[config.mk]
export PLATFORM = sky130hd
export DESIGN_NAME = modbus_pulse_response_parser_top
export DESIGN_NICKNAME = d
export VERILOG_FILES = /design/src/sv/mprp_pkg.sv /design/src/sv/modbus_pulse_response_parser_top.sv /design/src/sv/mprp_frame.sv
export SDC_FILE = /design/constraint.sdc
export NUM_CORES = 1
export LEC_CHECK = 0
export BUFFER_PORTS_ARGS = -buffer_cell sky130_fd_sc_hd__buf_4
export CAP_MARGIN = 40
export CORE_UTILIZATION = 50
export DETAILED_ROUTE_END_ITERATION = 8
export PLACE_DENSITY = 0.71
export REMOVE_ABC_BUFFERS = 1
export SYNTH_ARGS = -nofsm -noshare
export SYNTH_HDL_FRONTEND = slang
export SYNTH_SLANG_ARGS = --single-unit
[constraint.sdc]
create_clock -name clk -period 5.85 [get_ports clk]
set_input_delay 1.17 -clock clk [delete_from_list [all_inputs] [get_ports clk]]
set_output_delay 1.17 -clock clk [all_outputs]
set_load 0.02 [all_outputs]
[src/sv/mprp_pkg.sv]
// ----------------------------------------------------------------------------
// mprp_pkg
// Shared types, constants and the byte-wise CRC-16 step for the pulse
// response parser.
// ----------------------------------------------------------------------------
`default_nettype none

package mprp_pkg;

    // frame layout
    localparam logic [4:0] FRAME_LEN   = 5'd17;
    localparam logic [4:0] COUNT_SAT   = 5'd18;
    localparam logic [4:0] HDR_ADDR    = 5'd0;
    localparam logic [4:0] HDR_FUNC    = 5'd1;
    localparam logic [4:0] HDR_BCNT    = 5'd2;
    localparam logic [4:0] PAYLOAD_LO  = 5'd3;
    localparam logic [4:0] PAYLOAD_END = 5'd15;
    localparam int         PAYLOAD_LEN = 12;

    // expected header bytes
    localparam logic [7:0] FUNC_READ_HOLD = 8'h03;
    localparam logic [7:0] BYTE_COUNT_VAL = 8'd12;

    // crc-16, reflected polynomial
    localparam logic [15:0] CRC_INIT = 16'hFFFF;
    localparam logic [15:0] CRC_POLY = 16'hA001;

    // result status codes
    localparam logic [1:0] STATUS_OK        = 2'd0;
    localparam logic [1:0] STATUS_FRAME_ERR = 2'd1;
    localparam logic [1:0] STATUS_CRC_ERR   = 2'd2;

    // register map: slave address is register 0
    localparam logic [1:0] REG_SLAVE_ADDR = 2'd0;

    // slave address register reset
    localparam logic [7:0] SLAVE_ADDR_RST = 8'd1;

    typedef struct packed {
        logic [1:0]         status;
        logic signed [31:0] pulse_ch0;
        logic signed [31:0] pulse_ch1;
        logic signed [31:0] pulse_ch2;
    } result_t;

    function automatic logic [15:0] crc_byte(input logic [15:0] crc_in,
                                             input logic [7:0]  data);
        logic [15:0] c;
        c = crc_in ^ {8'h00, data};
        for (int i = 0; i < 8; i++)
        begin
            if (c[0])
                c = (c >> 1) ^ CRC_POLY;
            else
                c = c >> 1;
        end
        return c;
    endfunction

endpackage

`default_nettype wire

[src/sv/modbus_pulse_response_parser_top.sv]
// ----------------------------------------------------------------------------
// modbus_pulse_response_parser_top
// Parses a read-holding-registers response byte by byte and reports status
// and three big-endian signed pulse counts at the end of each frame.
// ----------------------------------------------------------------------------
//
//   channel  direction  handshake             payload
//   -------  ---------  --------------------  ---------------------------------
//   in       sink       in_valid / in_stall   rx_byte, frame_end
//   out      source     out_valid / out_stall status, pulse_ch0..pulse_ch2
//   cfg      apb slave  psel/penable/pready   slave_addr at byte address 0
//
// - one byte per cycle while in_stall is low; crc step, header compare and result decode all sit
//   between the frame state registers and the output register
// - a result is registered into the output queue on the transfer of the frame's last byte
// - rst_n clears the counter, crc, header flag and output queue at once;
//   the payload store holds no reset and needs no clearing pass
// - the output register has a skid stage behind it, so input only stalls
//   when both are full
// ----------------------------------------------------------------------------
`default_nettype none

module modbus_pulse_response_parser_top
(
    input  wire logic               clk,
    input  wire logic               rst_n,

    // byte input
    input  wire logic               in_valid,
    output logic                    in_stall,
    input  wire logic [7:0]         rx_byte,
    input  wire logic               frame_end,

    // result output
    output logic                    out_valid,
    input  wire logic               out_stall,
    output logic [1:0]              status,
    output logic signed [31:0]      pulse_ch0,
    output logic signed [31:0]      pulse_ch1,
    output logic signed [31:0]      pulse_ch2,

    // configuration
    input  wire logic               psel,
    input  wire logic               penable,
    input  wire logic               pwrite,
    input  wire logic [1:0]         paddr,
    input  wire logic [31:0]        pwdata,
    output logic [31:0]             prdata,
    output logic                    pready
);

    logic [7:0]          slave_addr_reg;

    logic                in_accept;
    logic                push;
    logic                pop;
    mprp_pkg::result_t   res;

    logic                main_v_reg;
    logic                skid_v_reg;
    mprp_pkg::result_t   main_reg;
    mprp_pkg::result_t   skid_reg;

    // ---------------------------------------------------------------- apb
    assign pready = 1'b1;
    // single register; writes ignore the lane bits, reads decode them
    assign prdata = (paddr == mprp_pkg::REG_SLAVE_ADDR) ? {24'd0, slave_addr_reg} : 32'd0;

    always_ff @(posedge clk or negedge rst_n)
    begin
        if (!rst_n)
            slave_addr_reg <= mprp_pkg::SLAVE_ADDR_RST;
        else if (psel && penable && pwrite && pready)
            slave_addr_reg <= pwdata[7:0];
    end

    // ---------------------------------------------------------------- frame
    // input stalls only when the skid stage is occupied
    assign in_stall  = skid_v_reg;
    assign in_accept = in_valid && !in_stall;

    mprp_frame u_frame
    (
        .clk          (clk),
        .rst_n        (rst_n),
        .accept       (in_accept),
        .rx_byte      (rx_byte),
        .frame_end    (frame_end),
        .slave_addr   (slave_addr_reg),
        .result_valid (push),
        .result       (res)
    );

    // ---------------------------------------------------------------- output
    assign pop = main_v_reg && !out_stall;

    // main register feeds the port, skid catches a result while stalled
    always_ff @(posedge clk or negedge rst_n)
    begin
        if (!rst_n)
        begin
            main_v_reg <= 1'b0;
            skid_v_reg <= 1'b0;
        end
        else if (pop)
        begin
            if (skid_v_reg)
            begin
                main_v_reg <= 1'b1;
                skid_v_reg <= push;
            end
            else
                main_v_reg <= push;
        end
        else if (!main_v_reg)
            main_v_reg <= push;
        else if (push)
            skid_v_reg <= 1'b1;
    end

    always_ff @(posedge clk)
    begin
        if (pop)
        begin
            if (skid_v_reg)
            begin
                main_reg <= skid_reg;
                if (push)
                    skid_reg <= res;
            end
            else if (push)
                main_reg <= res;
        end
        else if (!main_v_reg)
        begin
            if (push)
                main_reg <= res;
        end
        else if (push)
            skid_reg <= res;
    end

    assign out_valid = main_v_reg;
    assign status    = main_reg.status;
    assign pulse_ch0 = main_reg.pulse_ch0;
    assign pulse_ch1 = main_reg.pulse_ch1;
    assign pulse_ch2 = main_reg.pulse_ch2;

    // ---------------------------------------------------------------- checks
    // skid holds data only behind a full main register
    a_skid_behind_main: assert property (@(posedge clk) disable iff (!rst_n)
        skid_v_reg |-> main_v_reg)
        else $error("skid stage valid with empty output register");

    // a frame end into an empty queue shows up next cycle
    a_result_latency: assert property (@(posedge clk) disable iff (!rst_n)
        (in_accept && frame_end && !main_v_reg) |=> main_v_reg)
        else $error("frame result did not reach the output");

    // only defined status codes leave the block
    a_status_code: assert property (@(posedge clk) disable iff (!rst_n)
        out_valid |-> (status == mprp_pkg::STATUS_OK
                       || status == mprp_pkg::STATUS_FRAME_ERR
                       || status == mprp_pkg::STATUS_CRC_ERR))
        else $error("undefined status code on output");

    // pulse counts are zero on any error
    a_err_zero: assert property (@(posedge clk) disable iff (!rst_n)
        (out_valid && status != mprp_pkg::STATUS_OK)
            |-> (pulse_ch0 == 32'sd0 && pulse_ch1 == 32'sd0 && pulse_ch2 == 32'sd0))
        else $error("nonzero pulse count with error status");

endmodule

`default_nettype wire

[src/sv/mprp_frame.sv]
// ----------------------------------------------------------------------------
// mprp_frame
// Per-frame state: byte counter, running crc, header check and payload
// store. Produces the result of a frame on the transfer of its last byte.
// ----------------------------------------------------------------------------
`default_nettype none

module mprp_frame
(
    input  wire logic              clk,
    input  wire logic              rst_n,
    input  wire logic              accept,
    input  wire logic [7:0]        rx_byte,
    input  wire logic              frame_end,
    input  wire logic [7:0]        slave_addr,
    output logic                   result_valid,
    output mprp_pkg::result_t      result
);

    logic [4:0]  count_reg;
    logic [4:0]  count_next;
    logic [15:0] crc_reg;
    logic [15:0] crc_next;
    logic        hdr_ok_reg;
    logic        hdr_ok_next;
    logic [7:0]  payload_reg [mprp_pkg::PAYLOAD_LEN];

    logic        mismatch;
    logic        pay_we;
    logic [3:0]  pay_idx;

    always_comb
    begin
        crc_next = mprp_pkg::crc_byte(crc_reg, rx_byte);
        mismatch = ((count_reg == mprp_pkg::HDR_ADDR) && (rx_byte != slave_addr))
                || ((count_reg == mprp_pkg::HDR_FUNC)
                    && (rx_byte != mprp_pkg::FUNC_READ_HOLD))
                || ((count_reg == mprp_pkg::HDR_BCNT)
                    && (rx_byte != mprp_pkg::BYTE_COUNT_VAL));
        hdr_ok_next = hdr_ok_reg && !mismatch;
        count_next  = (count_reg < mprp_pkg::COUNT_SAT) ? 5'(count_reg + 5'd1)
                                                        : count_reg;
        pay_we  = (count_reg >= mprp_pkg::PAYLOAD_LO)
               && (count_reg < mprp_pkg::PAYLOAD_END);
        pay_idx = 4'(count_reg - mprp_pkg::PAYLOAD_LO);
    end

    always_ff @(posedge clk or negedge rst_n)
    begin
        if (!rst_n)
        begin
            count_reg  <= 5'd0;
            crc_reg    <= mprp_pkg::CRC_INIT;
            hdr_ok_reg <= 1'b1;
        end
        else if (accept)
        begin
            if (frame_end)
            begin
                count_reg  <= 5'd0;
                crc_reg    <= mprp_pkg::CRC_INIT;
                hdr_ok_reg <= 1'b1;
            end
            else
            begin
                count_reg  <= count_next;
                crc_reg    <= crc_next;
                hdr_ok_reg <= hdr_ok_next;
            end
        end
    end

    // payload store, no reset
    always_ff @(posedge clk)
    begin
        if (accept && pay_we)
            payload_reg[pay_idx] <= rx_byte;
    end

    // result of the frame, length first, then crc residue, then header
    always_comb
    begin
        result_valid = accept && frame_end;
        result       = '0;
        if (count_next != mprp_pkg::FRAME_LEN)
            result.status = mprp_pkg::STATUS_FRAME_ERR;
        else if (crc_next != 16'h0000)
            result.status = mprp_pkg::STATUS_CRC_ERR;
        else if (!hdr_ok_next)
            result.status = mprp_pkg::STATUS_FRAME_ERR;
        else
        begin
            result.status    = mprp_pkg::STATUS_OK;
            result.pulse_ch0 = $signed({payload_reg[0], payload_reg[1],
                                        payload_reg[2], payload_reg[3]});
            result.pulse_ch1 = $signed({payload_reg[4], payload_reg[5],
                                        payload_reg[6], payload_reg[7]});
            result.pulse_ch2 = $signed({payload_reg[8], payload_reg[9],
                                        payload_reg[10], payload_reg[11]});
        end
    end

endmodule

`default_nettype wire

==> results.cfg <==
[outcome]
status = finished, violations left
violations = DRC

[place]
portBuffers = 133
dp_cells = 1327
dp_hpwl_um = 16500
globalplace.congestion = 0.825

[logic_synthesis]
synth-seq-cells = 324
synth.yosys.seq_area_share_pct = 71.0
avgSynthCellArea_um2 = 15.1
async_flop_share_pct = 9.88
synth_edf_count = 292
ys.warnings.count = 0
synth_ff_type = edfxtp_1
syn_inst = 896
synth_area_um2 = 13500
ys_types = 51

[finish]
layout_commonest_cell = edfxtp_1
layoutNonFillerInstCount = 1385
final_cell_mix = edfxtp_1, buf_4, and2_1
antenna_cells = 0
fillers = 2013
nets = 1083
largest_reg_flops = 98
area_growth_syn_to_layout_pct = 17.2
drive_gt1_share_pct = 21.3

[sta]
fmax_mhz = 219
relSlewSlack_pct = 40.5
fin_skew_ps = 16.8
slew_violations = 0
period_share_pct = 77.9
hold_viol = 0
min_period_ps = 4560
setup_viol = 0
worst_pin_slew_ps = 890
hold_ws_ps = 461
rsz0062_at_grt = no

[routing]
vias = 7886
dr.pass1.iters = 7
drt_iter0_drc = 680
viasPerCell = 5.69
antenna_left = 0
drc = 12
wl_um = 29600
wire_per_inst_um = 21.4

[setup_path]
crit_family = simple AND/OR/NAND/NOR gates
critPathMaxStageDelay_ps = 520
cp.arrival_ps = 4930
critical_path.most_common_cell = xnor2_1
cp-start-kind = primary input
worst-path-buf-inv = 2
crit_slowest_cell = and3_4
cp_max_fo = 33
end_kind = flop
critical_path_class = in2reg
cp_data_required_time_ps = 6220
crit_chain = buf_4 -> xnor2_1 -> xnor2_1 -> xnor3_2 -> xnor2_1 -> ha_1 -> or4b_1 -> and3b_1 -> and3_1 -> and4bb_1 -> and3_4 -> buf_12 -> a21o_1

[power_and_ir_drop]
power_density_nw_per_um2 = 521
ir_drop_mv = 0.375
p_leak_nw = 6.65

[clock_tree]
clk_pin_slew_ps = 60
clock-sinks = 324
h-tree-depth = 2
cts_resized = 0
clockBufferDepth = 3
cts_buffers = 34
cts_hold_buf = 0
clk_latency_ps = 500
cts_setup_buffers = 0
cts_tree = done
cts_root_buffer = clkbuf_16

[die]
core_area_um2 = 26300
die_width_um = 166
ioPinCount = 183
die_area_um2 = 27700
initial_core_util_pct = 51.4
rows = 59
fp.dieH_um = 166

[grt]
grt_max_degree = 54
grt_pass1_vias = 8027
antenna_found_initial = 0
gr-total-overflow = 0
grt_pass1_wl_um = 45800
track_usage_pct = 21.6

[hold_path]
hold_class = reg2reg

[flow_run]
cap_violations = 0
## routing by layer
layer  vias up  track usage, %  wire length, um
li1       3597               -                -
met5         -               0                0
met4         0            5.07              499
met1      3973            29.6            13000
met3        41            3.99             1820
met2       275            35.8            14300
## path summary, 6_finish.rpt
kind / start / to / slack (ps) / cells after the start
min in group asynchronous: rst_n / slave_addr_reg[2] / 620 / 1
min reg2reg: u_frame.crc_reg[15] / u_frame.crc_reg[15] / 460 / 2
max in group asynchronous: rst_n / u_frame.hdr_ok_reg / 4890 / 1
max reg2reg: u_frame.crc_reg[4] / pulse_ch2[21] / 1820 / 12
max: rx_byte[5] / pulse_ch2[21] / 1290 / 13
min: u_frame.crc_reg[15] / u_frame.crc_reg[15] / 460 / 2
## cell usage after synthesis (5+ instances only)
master | number | share of area, %
a21o_1 | 97 | 5.4
a21oi_1 | 16 | 0.59
a22o_1 | 96 | 6.2
and2_1 | 107 | 5.0
and3_1 | 6 | 0.28
buf_2 | 6 | 0.22
buf_4 | 25 | 1.4
buf_6 | 5 | 0.42
clkbuf_1 | 34 | 0.94
dfrtp_1 | 14 | 2.6
dfstp_2 | 18 | 3.5
edfxtp_1 | 292 | 65
ha_1 | 5 | 0.46
inv_1 | 6 | 0.17
mux2_2 | 8 | 0.67
nand2_1 | 31 | 0.86
nor2_1 | 32 | 0.89
nor2b_1 | 6 | 0.28
o21ai_0 | 14 | 0.52
xnor2_1 | 14 | 0.91
xor2_1 | 10 | 0.65
## area by class of cell
cell class	count	area, um^2	area share [%]
clock buffers	50	975	6.15
clock inverters	8	83.8	0.529
inverters	6	22.5	0.142
multi-input cells	514	3590	22.6
flip-flops and latches	324	9590	60.5
well taps	335	419	2.65
repair buffers	148	1170	7.37
## power breakdown
part	internal [mW]	switching, mW
Sequential	3.22	0.342
Clock	1.24	0.821
Combinational	1.17	1.46
## worst min-delay path: stages (launching register included)
cell     delay [ps]
dfstp_2         370
nand2_1          50
nand2_1          40
## cell families after synthesis
| family | Yosys count | share of synthesized area (%) |
|---|---|---|
| multiplexers | 9 | 0.740 |
| flip-flops | 324 | 71.0 |
| other | 2 | 0.0556 |
| XOR/XNOR | 29 | 2.27 |
| AO/OA/AOI/OAI | 239 | 13.6 |
| buffers and inverters | 81 | 3.40 |
| AND/OR/NAND/NOR | 207 | 8.52 |
| adder cells (fa/ha/maj) | 5 | 0.463 |
## per-stage QoR
stage                     instance area (um^2)  power (mW)  setup TNS (ps)  util (%)  worst slack [ps]
after global placement                   14700        6.16               0      56.1               876
after detailed placement                 14800        6.22               0      56.3               784
after global routing                     15800        8.65               0      60.3              1080
after CTS                                15800        8.30               0      60.3              1300
after floorplan                          13200        5.25         -123160         -              -978
final                                    15800        8.25               0      60.3              1290
Note: power is estimated with default switching activity, not from simulation.
